### config.mk
export PLATFORM = sky130hd
export DESIGN_NAME = dms_outq
export DESIGN_NICKNAME = d
export VERILOG_FILES = /design/src/rtl/core/dms_pkg.sv /design/src/rtl/core/dms_outq.sv
export SDC_FILE = /design/constraint.sdc
export NUM_CORES = 1
export LEC_CHECK = 0
export BUFFER_PORTS_ARGS = -buffer_cell sky130_fd_sc_hd__buf_2
export CAP_MARGIN = 40
export CORE_MARGIN = 2
export CORE_UTILIZATION = 50
export CTS_CLUSTER_SIZE = 12
export DETAILED_ROUTE_END_ITERATION = 10
export PLACE_DENSITY = 0.73
export SYNTH_ARGS = -nofsm -noshare
export SYNTH_HDL_FRONTEND = slang
export SYNTH_SLANG_ARGS = --single-unit
### constraint.sdc
create_clock -name clk -period 14.6 [get_ports clk]
set_input_delay 2.19 -clock clk [delete_from_list [all_inputs] [get_ports clk]]
set_output_delay 2.19 -clock clk [all_outputs]
set_load 0.05 [all_outputs]
### src/rtl/core/dms_pkg.sv
package dms_pkg;

	// sample and geometry widths
	localparam int unsigned PIX_W     = 8;
	localparam int unsigned POS_W     = 12;
	localparam int unsigned DIM_W     = 13;
	localparam int unsigned MAX_WIDTH = 4096;
	localparam int unsigned LS_AW     = $clog2(MAX_WIDTH);

	// limits applied to the size registers
	localparam logic [DIM_W-1:0] DIM_MIN    = DIM_W'(4);
	localparam logic [DIM_W-1:0] WIDTH_MAX  = DIM_W'(MAX_WIDTH);
	localparam logic [DIM_W-1:0] HEIGHT_MAX = DIM_W'(4096);

	// configuration register indexes
	localparam int unsigned CFG_IDX_W = 2;
	localparam logic [CFG_IDX_W-1:0] CFG_IMAGE_WIDTH   = 2'd0;
	localparam logic [CFG_IDX_W-1:0] CFG_IMAGE_HEIGHT  = 2'd1;
	localparam logic [CFG_IDX_W-1:0] CFG_CHANNEL_ORDER = 2'd2;

	// reset values of the registers
	localparam logic [DIM_W-1:0] WIDTH_RST  = DIM_W'(640);
	localparam logic [DIM_W-1:0] HEIGHT_RST = DIM_W'(480);

	// channel order codes
	localparam logic ORDER_BGR = 1'b0;
	localparam logic ORDER_RGB = 1'b1;

	// per-item control carried from the counter stage to the window stage
	typedef struct packed {
		logic             valid;
		logic             emit;
		logic             first_row;
		logic             frame_end;
		logic [POS_W-1:0] row;
		logic [POS_W-1:0] col;
		logic [PIX_W-1:0] sample;
	} stage_ctl_t;

	// one finished color pixel
	typedef struct packed {
		logic [PIX_W-1:0] first;
		logic [PIX_W-1:0] middle;
		logic [PIX_W-1:0] last;
		logic [POS_W-1:0] row;
		logic [POS_W-1:0] col;
		logic             frame_end;
	} pixel_t;

endpackage

### src/rtl/core/dms_outq.sv
module dms_outq (
	input  logic            clk,
	input  logic            arst_n,
	input  logic            push,
	input  dms_pkg::pixel_t push_pix,
	input  logic            pop,
	output logic [1:0]      count,
	output dms_pkg::pixel_t head_pix
);

	localparam logic [1:0] LAST_SLOT = 2'd2;

	dms_pkg::pixel_t slot_q [3];
	logic [1:0] head_q, tail_q, count_q;

	// slot storage, written at the tail
	always_ff @(posedge clk) begin
		if (push) begin
			slot_q[tail_q] <= push_pix;
		end
	end

	// pointers and fill level
	always_ff @(posedge clk or negedge arst_n) begin
		if (!arst_n) begin
			head_q  <= '0;
			tail_q  <= '0;
			count_q <= '0;
		end else begin
			if (push) begin
				tail_q <= (tail_q == LAST_SLOT) ? 2'd0 : tail_q + 2'd1;
			end
			if (pop) begin
				head_q <= (head_q == LAST_SLOT) ? 2'd0 : head_q + 2'd1;
			end
			unique case ({push, pop})
				2'b10:   count_q <= count_q + 2'd1;
				2'b01:   count_q <= count_q - 2'd1;
				default: count_q <= count_q;
			endcase
		end
	end

	assign count    = count_q;
	assign head_pix = slot_q[head_q];

endmodule
---- Word level (Yosys, flattened, before mapping) ----
Memories as Yosys holds them, arrays and structs flattened.
Cells that the tools add are included.
storage, ports and cells
  bits in registers ....................... 6
  latch bits .............................. 0
  RAM bits ................................ 147
  bits in read-only memories .............. 0
  input port bits ......................... 53
  output and inout port bits .............. 51
  logic and storage cells ................. 18
  memories ................................ 1
cells by class
  $add $sub $neg .......................... 4
  $mul .................................... 0
  divide/modulo/power cells ............... 0
  $lt $le $gt $ge ......................... 0
  equal/unequal tests ..................... 4
  shift-type cells ........................ 0
  multiplexer cells ....................... 5
  bitwise logic cells ..................... 0
  reductions and logical operators ........ 1
memories
  name    words  width  read ports  clocked after Yosys merged registers in  wr ports  line            RTL
  slot_q  3      49     1           0                                        1         dms_outq.sv:13  dms_pkg::pixel_t slot_q [3];
operator list
  kind                                                 number
  adder 2 x 1 -> 2 bit, second input constant          3
  equality test 2 bit, second input constant           3
  two-way mux 2 bit                                    2
  case mux 2 bit (2 select lines)                      1
  equality test 2 x 1 -> 1 bit, second input constant  1
  two-way mux 1 bit                                    2
  nonzero test 2 bit                                   1
  subtractor 2 x 1 -> 2 bit, second input constant     1

---- Longest topological paths before layout ----
  depth after elaboration ................. 2
  gate-level depth with buffers ........... 5
  gate-level depth less buffers ........... 5

---- Least setup slack after synthesis ----
Ideal clock, no wire load.
  kind .................................... input -> register
  start point ............................. in push
  end point ............................... mem slot_q[1][0] in the netlist's numbering (enable)
  library setup time ...................... 529 ps
  arrival ................................. 5,934 ps
  data required time ...................... 14,071 ps
  path slack .............................. 8,137 ps
  stages .................................. 2
  path buffers ............................ 0
  path through ............................ inv_1 -> nor3b_1
on the way
  longest elaborated chain between the ends .. 2
RTL lines
  element                                  line            RTL
  from (decl)                              dms_outq.sv:4   input logic push,
  two-way mux 1 bit                        dms_outq.sv:18  if (push) begin
  two-way mux 1 bit (not written as such)  dms_outq.sv:19  slot_q[tail_q] <= push_pix;
  to (decl)                                dms_outq.sv:13
No other way between the ends.

==> key figures <==
Run status
  • Status: finished clean

Synth
  • Synthesized flop and latch total: 153
  • Synth cell types: 22
  • Syn Nets: 387
  • Syn Area/Cell: 17.3 µm²
  • Ys Warns: 0
  • Cell area after synthesis: 0.00577 mm²
  • Synth Instances: 333
  • Sequential fraction of the synthesis area: 79.1%

Critical path
  • Arr. time, crit path: 1.98 ns
  • WP data required: 12.41 ns
  • Crit-path cells: buf_16, mux2i_1, o21ai_0, buf_2
  • Slowest cell delay on critical path: 0.62 ns
  • Worst Path Max Fanout: 36
  • Crit path launch type: flop
  • Setup crit end kind: primary output
  • Worst path slowest cell: dfrtp_4
  • Crit path kind: flop to primary output

Pwr
  • Gate power share: 35.8%
  • P_int: 1.00 mW
  • Clock share of power: 26.9%
  • Power density over cell area: 233 mW/mm²
  • Sw power: 0.636 mW
  • Sequential share of power: 37.2%
  • Switch share: 38.9%
  • Leak Pwr: 2.64 nW
  • Worst vdd ir: 114 µV

Min path
  • Worst hold path type: flop to flop

Timing
  • Slew HR: 55.6%
  • Hold WS: 0.495 ns
  • Fmax: 240 MHz
  • Final Critical Period: 4.17 ns
  • Final setup vio count: 0
  • Tightest Pin Transition: 0.665 ns
  • Fin Clk Skew: 0.00872 ns
  • Final setup margin: 10.43 ns
  • Final slew viol count: 0
  • Final hold violations: 0
  • Final Cycle Share: 28.6%
  • RSZ-0062 raised after global routing: false
  • Setup TNS: 0 ns

Clock tree
  • Hold_buf cts: 0
  • Setup Fix Bufs, Post-CTS: 0
  • CTS tree: yes
  • Num CTS Buffers: 17
  • Longest Clk Path Bufs: 2
  • Clock latency on the worst-skew pair: 0.40 ns
  • Post-CTS sizing: 0
  • H-Tree Level Count: 4
  • Worst-path clk slew: 0.06 ns
  • Clock sinks: 153
  • Clock root buffer: clkbuf_16

Die
  • Die H: 111 µm
  • FP Rows: 39
  • Die area: 0.0124 mm²
  • Initial Utilization: 51.0%
  • # IOs: 104
  • Die Wd: 111 µm
  • Core box area: 0.0113 mm²

Finish
  • Number of fill cells: 844
  • Most common cell after layout, fill and taps aside: edfxtp_1
  • Commonest non-fill, non-tap cells in the layout: edfxtp_1 (147), buf_2 (103), nand2_1 (51)
  • Non-Filler Instances: 601
  • Area grow syn2layout: 21.8%
  • Ratio of cells with drive above 1 in the final layout: 31.9%
  • Nets: 499

GRT
  • Vias in the first global route: 3110
  • Total gr overflow: 0
  • First-pass GRT wire length: 14900 µm
  • Initial antenna violation count: 1
  • Pin count of the biggest net entering global routing: 67
  • All-Layer GR Usage: 15.8%

Detailed routing
  • DRT iter0 DRCs: 184
  • Vias: 3035
  • WL final: 9290 µm
  • Residual DRC count: 0
  • Detail Route Antenna Nets: 0
  • Avg WL per Cell: 15.5 µm
  • First drt pass iteration count: 4
  • Via/cell ratio: 5.05

Place
  • Placed cells: 569
  • Gpl congestion: 0.734
  • Detail Placement HPWL: 5780 µm
  • Port buffer count: 103
  • Place WS: 10.79 ns

Run
  • # Max-Cap Violations: 0
registers in the layout (all words and copies together), names as in the netlist:
signal,cells
slot_q,147
count,2
head_q,2
tail_q,2
critical path, delay by kind of cell, from the launching register on:
family          cells  cell delay, ns
compound gates      1            0.22
mux                 1            0.11
buf+inv             2            0.61
flops               1            0.62
power groups by stage:
stage | combinational, mW | sequential, mW | clock, mW
after floorplan | 0.497 | 0.606 | 0
after global placement | 0.530 | 0.658 | 0
after detailed placement | 0.592 | 0.619 | 0
after CTS | 0.594 | 0.611 | 0.450
after global routing | 0.623 | 0.618 | 0.469
final | 0.586 | 0.610 | 0.441
cells by family (layout without fill, tap and decap cells):
logic type / after synthesis / count (layout) / share of synthesized area, %
flops: 153 / 153 / 79.1
simple gates: 56 / 56 / 3.77
compound gates: 51 / 51 / 4.51
mux: 51 / 51 / 8.94
buf+inv: 18 / 142 / 2.99
xor+xnor: 3 / 3 / 0.456
fa+ha+maj: 1 / 1 / 0.217
other cells: 0 / 1 / 0
synth_stat cells, drive strengths merged:
master | instances | area (µm²)
a21o | 2 | 15.0
buf | 9 | 139
clkbuf | 8 | 30.0
dfrtp | 6 | 150
edfxtp | 147 | 4410
ha | 1 | 12.5
inv | 1 | 3.75
mux2 | 1 | 15.0
mux2i | 50 | 500
nand2 | 51 | 191
nor2 | 3 | 13.8
nor3 | 1 | 5.00
nor3b | 1 | 7.51
o21ai | 49 | 245
xnor2 | 2 | 17.5
xor2 | 1 | 8.76
metal layers:
metal / GRT usage (%) / routed length [µm] / vias up
li1: - / - / 1480
met1: 18.1 / 3750 / 1470
met2: 26.7 / 4800 / 76
met3: 6.91 / 663 / 9
met4: 5.51 / 76 / 0
met5: 0 / 0 / -
per-stage QoR:
stage,total power [mW],utilization (%),area [µm²]
final,1.64,62.0,7020
after global routing,1.71,62.0,7020
after CTS,1.65,62.0,7020
after detailed placement,1.21,56.6,6410
after global placement,1.19,56.2,6360
after floorplan,1.10,-,5770
final timing paths:
kind	from	endpoint	slack, ns	cells after the start
min in group asynchronous	arst_n	count[1]	1.59	1
max in group asynchronous	arst_n	head_q[1]	12.84	1
max	head_q[0]	head_pix[0]	10.43	4
max reg2reg	tail_q[1]	slot_q[2][30]	12.65	3
min	count[1]	count[1]	0.50	1
min reg2reg	count[1]	count[1]	0.50	1
final cells by class:
| class | instances | area [µm²] | area share, % |
|---|---|---|---|
| multi-input combinational | 162 | 1050 | 14.9 |
| antenna | 1 | 2.50 | 0.0356 |
| tap | 143 | 179 | 2.55 |
| sequential | 153 | 4570 | 65.1 |
| inverter | 1 | 3.75 | 0.0534 |
| clock inverter | 12 | 176 | 2.51 |
| clock buffer | 19 | 433 | 6.16 |
| timing repair buffer | 110 | 608 | 8.66 |
(Power assumes the default switching activity.)
