===== config.mk =====
export PLATFORM = sky130hd
export DESIGN_NAME = dms_pixsel
export DESIGN_NICKNAME = d
export VERILOG_FILES = /design/src/rtl/core/dms_pkg.sv /design/src/rtl/core/dms_pixsel.sv
export SDC_FILE = /design/constraint.sdc
export NUM_CORES = 1
export LEC_CHECK = 0
export BUFFER_PORTS_ARGS = -buffer_cell sky130_fd_sc_hd__buf_2
export CORE_MARGIN = 4
export CORE_UTILIZATION = 52
export DETAILED_ROUTE_END_ITERATION = 10
export PLACE_DENSITY = 0.86
export RECOVER_POWER = 50
export SLEW_MARGIN = 20
export SYNTH_ARGS = -nofsm -noshare
export SYNTH_HDL_FRONTEND = slang
export SYNTH_SLANG_ARGS = --single-unit
export TNS_END_PERCENT = 10

===== constraint.sdc =====
create_clock -name clk -period 2 [get_ports clk]
set_input_delay 0.2 -clock clk [delete_from_list [all_inputs] [get_ports clk]]
set_output_delay 0.2 -clock clk [all_outputs]
set_load 0.03 [all_outputs]

===== src/rtl/core/dms_pkg.sv =====
package dms_pkg;

	// sample and geometry widths
	localparam int unsigned PIX_W     = 8;
	localparam int unsigned POS_W     = 12;
	localparam int unsigned DIM_W     = 13;
	localparam int unsigned MAX_WIDTH = 4096;
	localparam int unsigned LS_AW     = $clog2(MAX_WIDTH);

	// limits applied to the size registers
	localparam logic [DIM_W-1:0] DIM_MIN    = DIM_W'(4);
	localparam logic [DIM_W-1:0] WIDTH_MAX  = DIM_W'(MAX_WIDTH);
	localparam logic [DIM_W-1:0] HEIGHT_MAX = DIM_W'(4096);

	// configuration register indexes
	localparam int unsigned CFG_IDX_W = 2;
	localparam logic [CFG_IDX_W-1:0] CFG_IMAGE_WIDTH   = 2'd0;
	localparam logic [CFG_IDX_W-1:0] CFG_IMAGE_HEIGHT  = 2'd1;
	localparam logic [CFG_IDX_W-1:0] CFG_CHANNEL_ORDER = 2'd2;

	// reset values of the registers
	localparam logic [DIM_W-1:0] WIDTH_RST  = DIM_W'(640);
	localparam logic [DIM_W-1:0] HEIGHT_RST = DIM_W'(480);

	// channel order codes
	localparam logic ORDER_BGR = 1'b0;
	localparam logic ORDER_RGB = 1'b1;

	// per-item control carried from the counter stage to the window stage
	typedef struct packed {
		logic             valid;
		logic             emit;
		logic             first_row;
		logic             frame_end;
		logic [POS_W-1:0] row;
		logic [POS_W-1:0] col;
		logic [PIX_W-1:0] sample;
	} stage_ctl_t;

	// one finished color pixel
	typedef struct packed {
		logic [PIX_W-1:0] first;
		logic [PIX_W-1:0] middle;
		logic [PIX_W-1:0] last;
		logic [POS_W-1:0] row;
		logic [POS_W-1:0] col;
		logic             frame_end;
	} pixel_t;

endpackage


===== src/rtl/core/dms_pixsel.sv =====
module dms_pixsel (
	input  logic                     clk,
	input  logic                     arst_n,
	input  dms_pkg::stage_ctl_t      ctl_s1,
	input  logic [dms_pkg::PIX_W-1:0] above_rd,
	input  logic                     order,
	output logic                     push,
	output dms_pkg::pixel_t          pix
);

	// two newest samples of the previous line and of the current line
	logic [dms_pkg::PIX_W-1:0] prev0_q, prev1_q, cur0_q, cur1_q;
	logic [dms_pkg::PIX_W-1:0] above;
	logic [dms_pkg::PIX_W-1:0] red, green, blue;

	// first line of a frame sees zero above
	assign above = ctl_s1.first_row ? '0 : above_rd;

	// window shift, one column per item
	always_ff @(posedge clk or negedge arst_n) begin
		if (!arst_n) begin
			prev0_q <= '0;
			prev1_q <= '0;
			cur0_q  <= '0;
			cur1_q  <= '0;
		end else if (ctl_s1.valid) begin
			prev0_q <= prev1_q;
			prev1_q <= above;
			cur0_q  <= cur1_q;
			cur1_q  <= ctl_s1.sample;
		end
	end

	// site selection by row and column parity
	always_comb begin
		unique case ({ctl_s1.row[0], ctl_s1.col[0]})
			2'b00: begin
				blue = cur0_q; green = prev0_q; red = prev1_q;
			end
			2'b01: begin
				blue = cur1_q; green = prev1_q; red = prev0_q;
			end
			2'b10: begin
				blue = prev0_q; green = prev1_q; red = cur1_q;
			end
			default: begin
				blue = prev1_q; green = prev0_q; red = cur0_q;
			end
		endcase
	end

	assign push          = ctl_s1.valid & ctl_s1.emit;
	assign pix.first     = (order == dms_pkg::ORDER_RGB) ? red : blue;
	assign pix.middle    = green;
	assign pix.last      = (order == dms_pkg::ORDER_RGB) ? blue : red;
	assign pix.row       = ctl_s1.row;
	assign pix.col       = ctl_s1.col;
	assign pix.frame_end = ctl_s1.frame_end;

endmodule


## After elaboration in Yosys (flattened, before gate mapping)

Index checks and enable logic that the tools add are counted.
Widths: inputs -> output; s select.

| word-level totals | value |
|---|---|
| register bits | 32 |
| bits of input ports | 47 |
| output and inout bits | 50 |
| word-level logic and storage cells | 15 |

| operators by class | value |
|---|---|
| eq/ne operators | 2 |
| mux-type cells | 6 |
| bitwise operators | 1 |
| reduce and logical (&&, ||, !) cells | 2 |

Operator list:

| kind | number |
|---|---|
| $pmux 8 s3 | 2 |
| $mux 8 | 4 |
| $eq 2x1->1 const B | 1 |
| $eq 2x2->1 const B | 1 |
| $logic_not 2->1 | 1 |
| $reduce_or 2->1 | 1 |
| $and 1x1->1 | 1 |

## Depth between registers and ports, before layout

| depth | value |
|---|---|
| depth in word-level cells | 3 |
| depth in mapped cells | 7 |
| mapped depth without buffers | 5 |

## Least setup slack after synthesis

Ideal clock, no wire load.

| timing path | value |
|---|---|
| kind | input to output |
| start | input port ctl_s1[8] (netlist name) |
| end | output port pix[31] (netlist name) |
| arrival | 1267 ps |
| required time | 1800 ps |
| slack | 533 ps |
| stages | 7 |
| path buffers | 2 |
| path through | inv_1 > ha_1 > buf_6 > buf_8 > a22oi_2 > nand2_1 > a32o_1 |

RTL lines:

| element | RTL line | source |
|---|---|---|
| from (decl) | dms_pixsel.sv:4 | `input dms_pkg::stage_ctl_t ctl_s1,` |
| to (decl) | dms_pixsel.sv:8 | `output dms_pkg::pixel_t pix` |

==> results.py <==
metrics = {
    "power": {
        "pwr_density_cell_nw_per_um2": 784,
        "power.leakage_uw": 0.00114,
        "ir_worst_vdd_v": 0.000462,
    },
    "sta": {
        "slew-limit-headroom_pct": 53.2,
        "tns_ns": 0,
        "period_share_pct": 93.5,
        "clock_skew_ns": 0.00263,
        "slew_violations": 0,
        "setup_ws_ns": 0.131,
        "grt_setup_unrepaired": "no",
        "layout_min_cycle_time_ns": 1.87,
        "fmax_ghz": 0.535,
        "setup_violations": 0,
        "max_slew.worst_pin.slew_ns": 0.702,
        "finalHoldViolCount": 0,
    },
    "run_status": {
        "status": "complete, no violations",
    },
    "placement": {
        "dpl_cell_area_um2": 2300,
        "hpwl_um": 3420,
        "dp_cells": 309,
        "gp_congestion": 0.741,
        "port_buffers": 50,
        "dp_slack_ns": 0.0962,
    },
    "floorplan": {
        "die_h_um": 74.1,
        "placementRows": 23,
        "top_level_ports": 97,
        "die-area_um2": 5490,
        "die_w_um": 74.1,
        "start_util_pct": 55.2,
        "core_area_um2": 4120,
    },
    "critical_path": {
        "setup.worst_path.class": "primary input to primary output",
        "slowest_delay_ns": 0.58,
        "critPathMaxFanout": 16,
        "cp_data_arrival_time_ns": 1.67,
        "worstPathRequired_ns": 1.80,
        "setup.worst_path.end_class": "primary output",
        "crit_family": "adder cells",
        "cp_cell_sequence": "buf_2 > inv_1 > ha_1 > a21oi_1 > nand2_1 > a32o_1 > buf_2",
        "critical_path.slowest_cell": "ha_1",
        "critical_path_buf_inv_count": 3,
        "cp_common_cell": "buf_2",
        "startpoint_type": "primary input",
    },
    "layout": {
        "final_cells": 317,
        "syn_to_final_growth_pct": 6.11,
        "antenna_cells": 0,
        "layout-drive-gt1-share_pct": 33.0,
        "nets": 318,
        "post-route-util_pct": 58.6,
        "final_cell_mix": "buf_2 (48), nand2_1 (40), a21oi_1 (32), dfrtp_1 (32), mux2_2 (24)",
        "design_area_um2": 2410,
        "mostFrequentLayoutCell": "buf_2",
    },
    "synth": {
        "synth_fa_ha_area_share_pct": 2.20,
        "syn_area_um2": 2270,
        "syn_nets": 303,
        "ys_ff_latch": 32,
        "synth.avg_cell_area_um2": 9.02,
        "synth_xor_area_share_pct": 0,
        "synth_cells": 252,
        "synth_cell_type_count": 17,
        "synth-simple-area-share_pct": 9.52,
        "yosys_warnings": 0,
        "synthMuxAreaShare_pct": 11.9,
        "ys_seq_area_share_pct": 35.2,
        "synth_top_family_by_area": "compound AO/OA/AOI/OAI gates",
        "synth_compound_area_share_pct": 24.0,
    },
    "clocking": {
        "cts.sinks": 32,
        "cts_tree": "built",
        "cts_buffer_depth": 2,
        "cts_buffers": 5,
        "htree_levels": 2,
        "clock-root-buffer": "clkbuf_8",
        "clk_transition_reported_paths_ns": 0.06,
        "insertion_delay_ns": 0.29,
    },
    "global_route": {
        "grt_antenna_before_repair": 0,
        "grt-ovfl-total": 0,
        "grt_pass1_vias": 1832,
        "grt_pass1_wl_um": 8190,
        "grtUsageTotal_pct": 19.3,
        "grt_max_degree": 50,
    },
    "run": {
        "drv_cap": 0,
    },
    "drt": {
        "drc": 0,
        "vias": 1838,
        "avgRoutedWirePerCell_um": 15.7,
        "via_per_inst": 5.80,
        "routed_wl_um": 4990,
        "first_iter_violations": 144,
        "dr.pass1.iters": 4,
        "antenna_left": 0,
    },
    "worst_hold_path": {
        "hp-class": "primary input to flop",
    },
}
where the power goes:
| group | total [uW] | leakage (uW) | switching, uW | internal, uW |
|---|---|---|---|---|
| clock | 533 | 0.0000503 | 227 | 306 |
| combinational | 581 | 0.000688 | 363 | 218 |
| sequential | 778 | 0.000399 | 62.6 | 715 |
| total | 1890 | 0.00114 | 652 | 1240 |
logic make-up (layout without fill, tap and decap cells):
kind of cell | Yosys count | after routing
compound gates | 80 | 80
buf+inv | 63 | 78
simple gates | 49 | 49
flops | 32 | 32
mux | 24 | 24
fa+ha+maj | 4 | 4
registers in the layout, indices dropped and copies added, names as in the netlist:
signal	flops
cur1_q	8
prev1_q	8
cur0_q	8
prev0_q	8
cell usage after synthesis:
library cell	instances	share of area, %
inv_1	18	3.0
buf_2	6	1.3
a22oi_1	11	3.6
o21ai_0	16	3.5
and2_1	1	0.28
buf_6	3	1.5
dfrtp_1	32	35
nand3b_1	8	2.6
a21oi_1	32	7.0
mux2_2	24	12
ha_1	4	2.2
a22oi_2	5	2.8
nand2_1	40	6.6
a32o_1	16	7.0
buf_8	2	1.3
clkbuf_1	7	1.2
buf_4	27	8.9
worst paths after layout:
check | slack [ns] | start | to | cells after the start
max | 0.13 | ctl_s1[20] | pix[25] | 7
min | 0.15 | ctl_s1[1] | cur1_q[1]$_DFFE_PN0P_ | 2
max reg2reg | 1.19 | cur1_q[6]$_DFFE_PN0P_ | cur1_q[6]$_DFFE_PN0P_ | 1
min reg2reg | 0.55 | cur1_q[4]$_DFFE_PN0P_ | cur0_q[4]$_DFFE_PN0P_ | 2
max in group asynchronous | 1.05 | arst_n | prev0_q[1]$_DFFE_PN0P_ | 2
min in group asynchronous | 0.50 | arst_n | prev1_q[7]$_DFFE_PN0P_ | 2
final cells by class:
class / count / area [um^2]
clock buffers: 7 / 96.3
multi-input cells: 157 / 1090
fillers: 370 / 1700
well taps: 50 / 62.6
flip-flops and latches: 32 / 801
inverters: 18 / 67.6
repair buffers: 53 / 298
metal layers:
| layer | track usage, % | share of wire, % |
|---|---|---|
| met5 | 0 | 0 |
| met3 | 4.73 | 6.7 |
| met4 | 6.64 | 0.84 |
| met1 | 23.5 | 43 |
| met2 | 33.2 | 49 |
what timing repair did:
item / in CTS / in global routing
setup endpoints to repair: 0 / 5
buffers inserted: 0 / 0
hold buffers: 1 / 0
endpoints found under the hold margin: 32 / 0
resized for setup: 0 / 2
stage by stage:
stage / total power [uW] / hold slack [ns]
6_report: 1890 / 0.145
2_1_floorplan: 1300 / -0.0956
3_5_place_dp: 1370 / 0.297
5_1_grt: 1990 / 0.143
4_1_cts: 1910 / 0.143
3_3_place_gp: 1350 / 0.286
(Power assumes the default switching activity.)
